**src/design/sjt_pkg.sv**
```systemverilog
`default_nettype none

package sjt_pkg;

   localparam int NUM_ENTRIES = 8;
   localparam logic [7:0] INVALID_ID = 8'hFF;

   localparam int IDX_W = (NUM_ENTRIES > 1) ? $clog2(NUM_ENTRIES) : 1;
   localparam int PEND_W = (NUM_ENTRIES < 8) ? NUM_ENTRIES : 8;
   localparam int CNT_W = 4;
   localparam logic [CNT_W-1:0] COUNT_MAX = 4'd15;

   typedef enum logic [1:0] {
      OP_ADD    = 2'd0,
      OP_ACK    = 2'd1,
      OP_REJOIN = 2'd2,
      OP_PREP   = 2'd3
   } op_type;

   typedef enum logic [1:0] {
      ST_NOT_JOINED = 2'd0,
      ST_JOINING    = 2'd1,
      ST_JOINED     = 2'd2
   } join_type;

   // request token walking the row of cells
   typedef struct packed {
      logic              valid;
      op_type            op;
      logic [7:0]        sid;
      logic [7:0]        ivl;
      logic signed [7:0] ofs;
      logic              found;
      logic              free_found;
      logic [IDX_W-1:0]  free_idx;
      logic              ack;
      logic              inc;
      logic              dec;
      logic [7:0]        rsid;
      logic [7:0]        rivl;
      logic signed [7:0] rofs;
   } tok_type;

   // write of a new stream into a free slot, broadcast to all cells
   typedef struct packed {
      logic              en;
      logic [IDX_W-1:0]  idx;
      logic [7:0]        sid;
      logic [7:0]        ivl;
      logic signed [7:0] ofs;
   } fill_type;

endpackage

`default_nettype wire

```
**src/design/sjt_cell.sv**
```systemverilog
`default_nettype none

module sjt_cell
   import sjt_pkg::*;
(
   input  wire logic             clock,
   input  wire logic             reset,
   input  wire logic [IDX_W-1:0] cell_index,
   input  wire tok_type          tok_in,
   input  wire fill_type         fill,
   output tok_type               tok_out,
   output logic                  pending
);

   logic [7:0]        id_ff, id_in;
   logic [7:0]        ivl_ff, ivl_in;
   logic signed [7:0] ofs_ff, ofs_in;
   join_type          state_ff, state_in;
   logic              pend_ff, pend_in;
   tok_type           tok_ff, tok_in_next;

   always_comb begin
      id_in       = id_ff;
      ivl_in      = ivl_ff;
      ofs_in      = ofs_ff;
      state_in    = state_ff;
      pend_in     = pend_ff;
      tok_in_next = tok_in;
      if (tok_in.valid) begin
         case (tok_in.op)
            OP_ADD: begin
               if (!tok_in.found) begin
                  if (id_ff == tok_in.sid) begin
                     tok_in_next.found = 1'b1;
                     if (!(ivl_ff == tok_in.ivl && ofs_ff == tok_in.ofs)) begin
                        ivl_in   = tok_in.ivl;
                        ofs_in   = tok_in.ofs;
                        state_in = ST_JOINING;
                        pend_in  = 1'b1;
                     end
                  end else if (!tok_in.free_found && state_ff == ST_NOT_JOINED) begin
                     tok_in_next.free_found = 1'b1;
                     tok_in_next.free_idx   = cell_index;
                  end
               end
            end
            OP_ACK: begin
               if (!tok_in.found && id_ff == tok_in.sid) begin
                  tok_in_next.found = 1'b1;
                  pend_in = 1'b0;
                  if (ivl_ff != 8'd0) begin
                     tok_in_next.ack = 1'b1;
                     if (state_ff != ST_JOINED) begin
                        state_in = ST_JOINED;
                        tok_in_next.inc = 1'b1;
                     end
                  end else begin
                     // zero interval: leave the stream
                     if (state_ff != ST_NOT_JOINED) tok_in_next.dec = 1'b1;
                     state_in = ST_NOT_JOINED;
                  end
               end
            end
            OP_REJOIN: begin
               if (state_ff == ST_JOINED) begin
                  state_in = ST_JOINING;
                  pend_in  = 1'b1;
               end
            end
            OP_PREP: begin
               if (!tok_in.found && state_ff == ST_JOINING) begin
                  tok_in_next.found = 1'b1;
                  tok_in_next.rsid  = id_ff;
                  tok_in_next.rivl  = ivl_ff;
                  tok_in_next.rofs  = ofs_ff;
               end
            end
            default: ;
         endcase
      end else if (fill.en && fill.idx == cell_index) begin
         id_in    = fill.sid;
         ivl_in   = fill.ivl;
         ofs_in   = fill.ofs;
         state_in = ST_JOINING;
         pend_in  = 1'b1;
      end
   end

   always_ff @(posedge clock) begin
      if (reset) begin
         id_ff        <= INVALID_ID;
         ivl_ff       <= 8'd0;
         ofs_ff       <= 8'sd0;
         state_ff     <= ST_NOT_JOINED;
         pend_ff      <= 1'b0;
         tok_ff       <= '0;
      end else begin
         id_ff    <= id_in;
         ivl_ff   <= ivl_in;
         ofs_ff   <= ofs_in;
         state_ff <= state_in;
         pend_ff  <= pend_in;
         tok_ff   <= tok_in_next;
      end
   end

   assign tok_out = tok_ff;
   assign pending = pend_ff;

endmodule

`default_nettype wire

```
**src/design/sjt_ctrl.sv**
```systemverilog
`default_nettype none

module sjt_ctrl
   import sjt_pkg::*;
(
   input  wire logic                   clock,
   input  wire logic                   reset,
   input  wire logic                   csr_wr_en,
   input  wire logic [15:0]            csr_wr_data,
   input  wire logic                   req_valid,
   output logic                        req_stall,
   input  wire logic [1:0]             req_op,
   input  wire logic [7:0]             req_stream_id,
   input  wire logic [7:0]             req_interval,
   input  wire logic signed [7:0]      req_time_offset,
   output logic                        rsp_valid,
   input  wire logic                   rsp_stall,
   output logic                        rsp_ack_active,
   output logic                        rsp_req_valid,
   output logic [15:0]                 rsp_req_node_id,
   output logic [7:0]                  rsp_req_stream_id,
   output logic [7:0]                  rsp_req_interval,
   output logic signed [7:0]           rsp_req_offset,
   output logic [7:0]                  rsp_pending_bits,
   output logic [3:0]                  rsp_joined_total,
   output tok_type                     tok_head,
   input  wire tok_type                tok_tail,
   output fill_type                    fill,
   input  wire logic [NUM_ENTRIES-1:0] pend_vec
);

   typedef enum logic [2:0] {
      S_IDLE   = 3'b001,
      S_SCAN   = 3'b010,
      S_FINISH = 3'b100
   } ctl_state_type;

   ctl_state_type     state_ff, state_in;
   logic [15:0]       node_id_ff, node_id_in;
   logic [CNT_W-1:0]  count_ff, count_in;
   tok_type           hold_ff, hold_in;
   logic              rsp_valid_ff, rsp_valid_in;
   logic              ack_ff, ack_in;
   logic              rv_ff, rv_in;
   logic [15:0]       node_ff, node_in;
   logic [7:0]        rsid_ff, rsid_in;
   logic [7:0]        rivl_ff, rivl_in;
   logic signed [7:0] rofs_ff, rofs_in;
   logic [7:0]        pbits_ff, pbits_in;
   logic [3:0]        total_ff, total_in;
   logic              accept;
   logic              prep_hit;

   assign req_stall = (state_ff != S_IDLE);
   assign accept    = req_valid && !req_stall;
   assign node_id_in = csr_wr_en ? csr_wr_data : node_id_ff;

   always_comb begin
      tok_head       = '0;
      tok_head.valid = accept;
      tok_head.op    = op_type'(req_op);
      tok_head.sid   = req_stream_id;
      tok_head.ivl   = req_interval;
      tok_head.ofs   = req_time_offset;
   end

   // place a new stream once the whole row has been searched
   always_comb begin
      fill.en  = (state_ff == S_SCAN) && tok_tail.valid && (tok_tail.op == OP_ADD) &&
                 !tok_tail.found && (tok_tail.ivl != 8'd0) && tok_tail.free_found;
      fill.idx = tok_tail.free_idx;
      fill.sid = tok_tail.sid;
      fill.ivl = tok_tail.ivl;
      fill.ofs = tok_tail.ofs;
   end

   assign prep_hit = (hold_ff.op == OP_PREP) && hold_ff.found;

   always_comb begin
      state_in     = state_ff;
      count_in     = count_ff;
      hold_in      = hold_ff;
      rsp_valid_in = rsp_valid_ff && rsp_stall;
      ack_in       = ack_ff;
      rv_in        = rv_ff;
      node_in      = node_ff;
      rsid_in      = rsid_ff;
      rivl_in      = rivl_ff;
      rofs_in      = rofs_ff;
      pbits_in     = pbits_ff;
      total_in     = total_ff;
      case (state_ff)
         S_IDLE: begin
            if (accept) state_in = S_SCAN;
         end
         S_SCAN: begin
            if (tok_tail.valid) begin
               hold_in = tok_tail;
               if (tok_tail.inc && count_ff != COUNT_MAX)
                  count_in = count_ff + 1'b1;
               else if (tok_tail.dec && count_ff != '0)
                  count_in = count_ff - 1'b1;
               state_in = S_FINISH;
            end
         end
         S_FINISH: begin
            // hold the result until the output register is free
            if (!rsp_valid_ff || !rsp_stall) begin
               rsp_valid_in = 1'b1;
               ack_in   = (hold_ff.op == OP_ACK) && hold_ff.ack;
               rv_in    = prep_hit;
               node_in  = prep_hit ? node_id_ff : 16'd0;
               rsid_in  = prep_hit ? hold_ff.rsid : 8'd0;
               rivl_in  = prep_hit ? hold_ff.rivl : 8'd0;
               rofs_in  = prep_hit ? hold_ff.rofs : 8'sd0;
               pbits_in = 8'(pend_vec[PEND_W-1:0]);
               total_in = count_ff;
               state_in = S_IDLE;
            end
         end
         default: state_in = S_IDLE;
      endcase
   end

   always_ff @(posedge clock) begin
      if (reset) begin
         state_ff     <= S_IDLE;
         node_id_ff   <= 16'd0;
         count_ff     <= '0;
         rsp_valid_ff <= 1'b0;
      end else begin
         state_ff     <= state_in;
         node_id_ff   <= node_id_in;
         count_ff     <= count_in;
         rsp_valid_ff <= rsp_valid_in;
      end
   end

   always_ff @(posedge clock) begin
      hold_ff  <= hold_in;
      ack_ff   <= ack_in;
      rv_ff    <= rv_in;
      node_ff  <= node_in;
      rsid_ff  <= rsid_in;
      rivl_ff  <= rivl_in;
      rofs_ff  <= rofs_in;
      pbits_ff <= pbits_in;
      total_ff <= total_in;
   end

   assign rsp_valid         = rsp_valid_ff;
   assign rsp_ack_active    = ack_ff;
   assign rsp_req_valid     = rv_ff;
   assign rsp_req_node_id   = node_ff;
   assign rsp_req_stream_id = rsid_ff;
   assign rsp_req_interval  = rivl_ff;
   assign rsp_req_offset    = rofs_ff;
   assign rsp_pending_bits  = pbits_ff;
   assign rsp_joined_total  = total_ff;

endmodule

`default_nettype wire

```
**src/design/stream_join_table.sv**
```systemverilog
// An accepted request travels as a token through the row of entry cells, one cell per cycle;
// a new stream is placed in a free slot in the cycle the token leaves the row. A new request
// is stalled until the previous one has left the scan and its result has been registered.
// A new request is taken while the previous result still waits in the output register.
// Reset (synchronous, active high) empties every entry at once, clears the pending mask,
// the joined count and the node id; the block takes requests in the next cycle.
`default_nettype none

module stream_join_table
   import sjt_pkg::*;
(
   input  wire logic              clock,
   input  wire logic              reset,
   input  wire logic              csr_wr_en,
   input  wire logic [15:0]       csr_wr_data,
   input  wire logic              req_valid,
   output logic                   req_stall,
   input  wire logic [1:0]        req_op,
   input  wire logic [7:0]        req_stream_id,
   input  wire logic [7:0]        req_interval,
   input  wire logic signed [7:0] req_time_offset,
   output logic                   rsp_valid,
   input  wire logic              rsp_stall,
   output logic                   rsp_ack_active,
   output logic                   rsp_req_valid,
   output logic [15:0]            rsp_req_node_id,
   output logic [7:0]             rsp_req_stream_id,
   output logic [7:0]             rsp_req_interval,
   output logic signed [7:0]      rsp_req_offset,
   output logic [7:0]             rsp_pending_bits,
   output logic [3:0]             rsp_joined_total
);

   tok_type                chain [NUM_ENTRIES:0];
   fill_type               fill;
   logic [NUM_ENTRIES-1:0] pend_vec;

   sjt_ctrl u_ctrl (
      .clock             (clock),
      .reset             (reset),
      .csr_wr_en         (csr_wr_en),
      .csr_wr_data       (csr_wr_data),
      .req_valid         (req_valid),
      .req_stall         (req_stall),
      .req_op            (req_op),
      .req_stream_id     (req_stream_id),
      .req_interval      (req_interval),
      .req_time_offset   (req_time_offset),
      .rsp_valid         (rsp_valid),
      .rsp_stall         (rsp_stall),
      .rsp_ack_active    (rsp_ack_active),
      .rsp_req_valid     (rsp_req_valid),
      .rsp_req_node_id   (rsp_req_node_id),
      .rsp_req_stream_id (rsp_req_stream_id),
      .rsp_req_interval  (rsp_req_interval),
      .rsp_req_offset    (rsp_req_offset),
      .rsp_pending_bits  (rsp_pending_bits),
      .rsp_joined_total  (rsp_joined_total),
      .tok_head          (chain[0]),
      .tok_tail          (chain[NUM_ENTRIES]),
      .fill              (fill),
      .pend_vec          (pend_vec)
   );

   for (genvar i = 0; i < NUM_ENTRIES; i++) begin : g_cell
      sjt_cell u_cell (
         .clock      (clock),
         .reset      (reset),
         .cell_index (IDX_W'(i)),
         .tok_in     (chain[i]),
         .fill       (fill),
         .tok_out    (chain[i+1]),
         .pending    (pend_vec[i])
      );
   end

endmodule

`default_nettype wire

```
**config.mk**
```make
export PLATFORM = sky130hd
export DESIGN_NAME = stream_join_table
export DESIGN_NICKNAME = d
export VERILOG_FILES = /design/src/design/sjt_pkg.sv /design/src/design/sjt_cell.sv /design/src/design/sjt_ctrl.sv /design/src/design/stream_join_table.sv
export SDC_FILE = /design/constraint.sdc
export NUM_CORES = 2
export LEC_CHECK = 0
export ABC_AREA = 1
export ABC_CLOCK_PERIOD_IN_PS = 3500
export BUFFER_PORTS_ARGS = -buffer_cell sky130_fd_sc_hd__buf_2
export CORE_MARGIN = 2
export CORE_UTILIZATION = 35
export CTS_BUF_LIST = sky130_fd_sc_hd__clkbuf_8
export DETAILED_ROUTE_END_ITERATION = 12
export PLACE_DENSITY_LB_ADDON = 0.05
export SLEW_MARGIN = 20
export SYNTH_ARGS = -nofsm -noshare
export SYNTH_HDL_FRONTEND = slang
export SYNTH_HIERARCHICAL = 1
export SYNTH_SLANG_ARGS = --single-unit
```
**constraint.sdc**
```tcl
create_clock -name clock -period 3.5 [get_ports clock]
set_input_delay 0.7 -clock clock [delete_from_list [all_inputs] [get_ports clock]]
set_output_delay 0.7 -clock clock [all_outputs]
set_load 0.005 [all_outputs]
```
# [After elaboration in Yosys (flattened, before gate mapping)]
# Index checks and enable logic that the tools add are counted.
[word_totals] inputBits=47 out_inout_bits=56 wordCells=886 ff_bits=794
[classes] addsub=2 n_reduce_logical=155 n_eq_ne=175 mux=370 n_bitwise=14
[ops] operator="$mux 8" n=94
[ops] operator="$mux 24" n=14
[ops] operator="$mux 32" n=7
[ops] operator="$eq 8x8->1" n=24
[ops] operator="$mux 2" n=79
[ops] operator="$mux 1" n=103
[ops] operator="$mux 4" n=24
[ops] operator="$ne 3x2->1 const B" n=24
[ops] operator="$reduce_bool 8->1" n=9
[ops] operator="$reduce_and 7->1" n=8
[ops] operator="$reduce_and 8->1" n=7
[ops] operator="$mux 3" n=17
[ops] operator="$eq 2x2->1 const B" n=25
[ops] operator="$logic_and 1x1->1" n=48
[ops] operator="$pmux 2 s3" n=8
[ops] operator="$ne 2x2->1 const B" n=23
[ops] operator="$ne 3x3->1 const B" n=15
[ops] operator="$pmux 1 s3" n=15
[ops] operator="$ne 2x1->1 const B" n=19
[ops] operator="$ne 4x4->1 const B" n=9
[ops] operator="$mux 5" n=7
[ops] operator="$reduce_and 5->1" n=7
[ops] operator="$eq 2x1->1 const B" n=17
[ops] operator="$logic_not 2->1" n=17
[ops] operator="22 further kinds" n=96

# [Depth between registers and ports, before layout]
[depth] word_depth=9 ltp_mapped=17

# [Cells and area by module]
# The synthesis kept the hierarchy.
[by_module_without_submodules] module="sjt_cell at g_cell[0].u_cell ..." n_inst=7 seq_area_each_um2=1721.7 cells_per_inst=516 area_per_inst_um2=3603.5
[by_module_without_submodules] module="sjt_ctrl" n_inst=1 seq_area_each_um2=2942.8 cells_per_inst=388 area_per_inst_um2=4464.3
[by_module_without_submodules] module="sjt_cell at g_cell[4].u_cell" n_inst=1 seq_area_each_um2=1721.7 cells_per_inst=504 area_per_inst_um2=3544.6
[by_module_without_submodules] module="stream_join_table" n_inst=1 seq_area_each_um2=0.0 cells_per_inst=2 area_per_inst_um2=7.5

# [Least setup slack after synthesis]
# No wires, ideal clock.
[synth_timing] path_type="input to register" from="input port rsp_stall" to="register u_ctrl.ack_ff (netlist: u_ctrl/rsp_ack_active) (enable)" path_stages=3 arrival_time_ns=3.075 n_path_buf=0 required_time_ns=3.034 path_slack_ns=-0.040 path_cell_list="nand2_1 > inv_1 > nor2_1"
[synth_via] elab_chain_cells=3
[synth_rtl] element="start, declared" line="stream_join_table.sv:23" source="input wire logic rsp_stall,"
[synth_rtl] element="$logic_not 1->1" line="sjt_ctrl.sv:108" source="if (!rsp_valid_ff || !rsp_stall) begin"
[synth_rtl] element="$logic_or 1x1->1" line="sjt_ctrl.sv:108"
[synth_rtl] element="$reduce_and 2->1 (no source line)"
[synth_rtl] element="end signal, assigned" line="sjt_ctrl.sv:141" source="ack_ff <= ack_in;"
[synth_rtl] element="end, declared" line="sjt_ctrl.sv:43" source="logic ack_ff, ack_in;"
# Every way passes these cells.
# A chain may end at the register's enable or synchronous reset.

==> results_dict.tcl <==
set metrics [dict create \
    status "complete, no violations" \
    start_util_pct 35.1 \
    cts_resized 0 \
    slew_headroom_pct 40.3 \
    synthTopCellsByArea "dfxtp_1 43%, nand2_1 12%, nor2_1 9.0%" \
    tns_ns 0 \
    grt_first_pass_wirelength_um 148000 \
    holdPathStages 3 \
    clock-root-buffer "clkbuf_8" \
    dr.pass1.iters 8 \
    maxSlewViolCount 0 \
    min_period_ns 3.16 \
    ys_warn_count 6 \
    arrival_ns 3.86 \
    route.detailed.drc 0 \
    final-setup-viol-count 0 \
    initialDrtViolationCount 1583 \
    hp-class "input port to flop" \
    synth_compound_area_share_pct 12.0 \
    top_usage_layer "met2" \
    cap_violations 0 \
    gr-total-overflow 0 \
    synth_edf_count 82 \
    routabilityCongestion 0.791 \
    clk-insertion-delay-late_ns 0.82 \
    synthSimpleGateAreaFrac_pct 25.1 \
    fillers 10100 \
    worst_pin_slew_ns 0.895 \
    ir_worst_vdd_uv 414 \
    yosysMostFrequentCell "nand2_1" \
    post-route-period-util_pct 90.3 \
    clk_path_buf_depth 3 \
    num_vias 26400 \
    holdCritStartpoint "req_time_offset[2]" \
    drive_above_1_share_pct 10.1 \
    syn_inst 4506 \
    powerDensity_nw_per_um2 506 \
    synth_ff_type "dfxtp_1" \
    antenna_found_initial 3 \
    dp_hpwl_um 69700 \
    met2_usage_pct 31.1 \
    grt_pass1_vias 25200 \
    holdWs_ns 0.153 \
    flow.area_growth_from_synthesis_pct 12.0 \
    timing.fmax_mhz 316 \
    yosysTopAreaCell "dfxtp_1" \
    ys_seq_area_share_pct 50.3 \
    global_route.usage.total_pct 19.5 \
    clk_pin_slew_ns 0.06 \
    yosys-top-cells-count "1043 x nand2_1, 795 x nor2_1, 712 x dfxtp_1" \
    combPwrFrac_pct 4.9 \
    postRouteAntennaNets 0 \
    synth_top_area_share_pct 42.9 \
    syn_avg_cell_area_sq_um 7.38 \
    r2r_cells 11 \
    dieArea_sq_um 97500 \
    power.switching_mw 4.59 \
    wire_per_inst_um 15.9 \
    ys_ff_latch 794 \
    cp-start-kind "flop" \
    crit_type "flop to flop" \
    ctsHoldBuffers 0 \
    synth-async-reset-ratio_pct 0 \
    rsz0062_at_grt "false" \
    use_met1_pct 26.9 \
    die_y_um 312 \
    num-nets-final 4669 \
    placementRows 113 \
    port_buffers 102 \
    crit_fanout 32 \
    drt_wl_total_um 95100 \
    vias_per_cell 4.40 \
    synth_top_family_by_area "simple AND/OR/NAND/NOR gates" \
    cts_sinks 794 \
    tritoncts "done" \
    syn_area_sq_um 33200 \
    fin_skew_ns 0.0331 \
    synth_xor_area_share_pct 0.869 \
    end_kind "flop" \
    clkPwrFrac_pct 44.8 \
    crit_required_ns 4.19 \
    timing.rr.start "g_cell[7].u_cell/tok_out[41]" \
    pin_count 103 \
    synthMuxAreaShare_pct 0 \
    p_leak_nw 16.7 \
    synth_fa_ha_area_share_pct 0.136 \
    hold_viol_final 0 \
    p_int_mw 14.2 \
    seq_power_share_pct 50.3 \
    cts_setup_buffers 0 \
    swShare_pct 24.4 \
    core_sq_um 94600 \
    grt_max_degree 68 \
    crit_start "g_cell[7].u_cell/tok_out[41]" \
    cts_buffers 144 \
    ys_types 39 \
    die_x_um 312 \
    ctsHtreeMaxLevel 4 \
    grt_use_met3_pct 3.03 \
]
worst paths after layout:
path | slack [ns] | endpoint
min reg2reg | 0.40 | u_ctrl/hold_ff[3]
max | 0.34 | g_cell[0].u_cell/ofs_ff[4]
min | 0.15 | g_cell[0].u_cell/tok_out[34]
max reg2reg | 0.34 | g_cell[0].u_cell/ofs_ff[4]
registers in the layout (all words and copies together) (netlist names), 16 cells and up:
signal	flops
g_cell.u_cell/tok_out	472
g_cell.u_cell/id_ff	64
g_cell.u_cell/ivl_ff	64
g_cell.u_cell/ofs_ff	64
u_ctrl/hold_ff	28
g_cell.u_cell/state_ff	16
u_ctrl/node_id_ff	16
u_ctrl/rsp_req_node_id	16
cell families (layout without fill, tap and decap cells):
logic type | after synthesis | count (layout)
adder cells (fa/ha/maj) | 3 | 3
other | 3 | 83
buffers and inverters | 854 | 993
flip-flops | 794 | 794
XOR/XNOR | 33 | 33
AND/OR/NAND/NOR | 2060 | 2060
AO/OA/AOI/OAI | 759 | 759
worst max-delay path, cell delays in order, from the launching register on:
cell      delay (ns)
dfxtp_1         0.53
nor4_1          0.48
nand2_1         0.16
and3_1          0.41
nand2_1         0.15
nor2_1          0.07
nand3_1         0.18
inv_1           0.14
o21bai_4        0.66
nand2_1         0.10
nand2_1         0.09
nor2_1          0.04
metal layers:
layer  vias up  routed length, um
li1      14100                  -
met1     11700              47300
met2       388              42600
met3       150               2930
met4         0               2300
met5         -                  0
area by class of cell:
type	instances	area [sq um]	share of cell area (%)
antenna	2	5.00	0.0134
clock buffer	173	2380	6.40
clock inverter	77	385	1.04
inverter	591	2220	5.96
multi-input combinational	2936	13000	34.8
sequential	794	16700	44.9
tap	1265	1580	4.25
timing repair buffer	152	971	2.61
power groups by stage:
stage                     Combinational (mW)  Clock, mW  Sequential [mW]
after floorplan                        0.723          0             9.62
after global placement                 0.937          0             9.65
after detailed placement               0.935          0             9.65
after CTS                              0.938       8.76             9.46
after global routing                    1.06       9.14             9.47
final                                  0.924       8.43             9.46
placed cells by master, fill, tap and decap left out, types with 9 or more instances in the layout:
cell / Yosys / routed
xor2_1: 9 / 9
nor2_2: 10 / 10
clkbuf_8: 0 / 173
o211ai_1: 9 / 9
o21ai_0: 403 / 403
o21ai_1: 17 / 17
clkinv_2: 0 / 11
buf_4: 115 / 44
inv_2: 64 / 64
nand3_1: 85 / 85
nand3_2: 9 / 9
xnor2_1: 24 / 24
edfxtp_1: 82 / 82
inv_1: 527 / 581
nand4_1: 65 / 65
nand2_1: 1043 / 1043
a21oi_1: 297 / 297
buf_2: 23 / 101
nor3_1: 12 / 12
nor2_1: 795 / 794
dfxtp_1: 712 / 712
conb_1: 3 / 81
nor2_4: 21 / 22
through the flow:
step           area [sq um]  std cells  utilization (%)  power, mW  setup slack [ns]
2_1_floorplan         33500       4584                -       10.3             0.850
3_3_place_gp          34400       5738             36.4       10.6             0.322
3_5_place_dp          34400       5738             36.4       10.6             0.324
4_1_cts               37200       5988             39.3       19.2             0.312
5_1_grt               37200       5990             39.3       19.7            0.0123
6_report              37200       5990             39.3       18.8             0.339
Power figures use the tool's default switching activity.
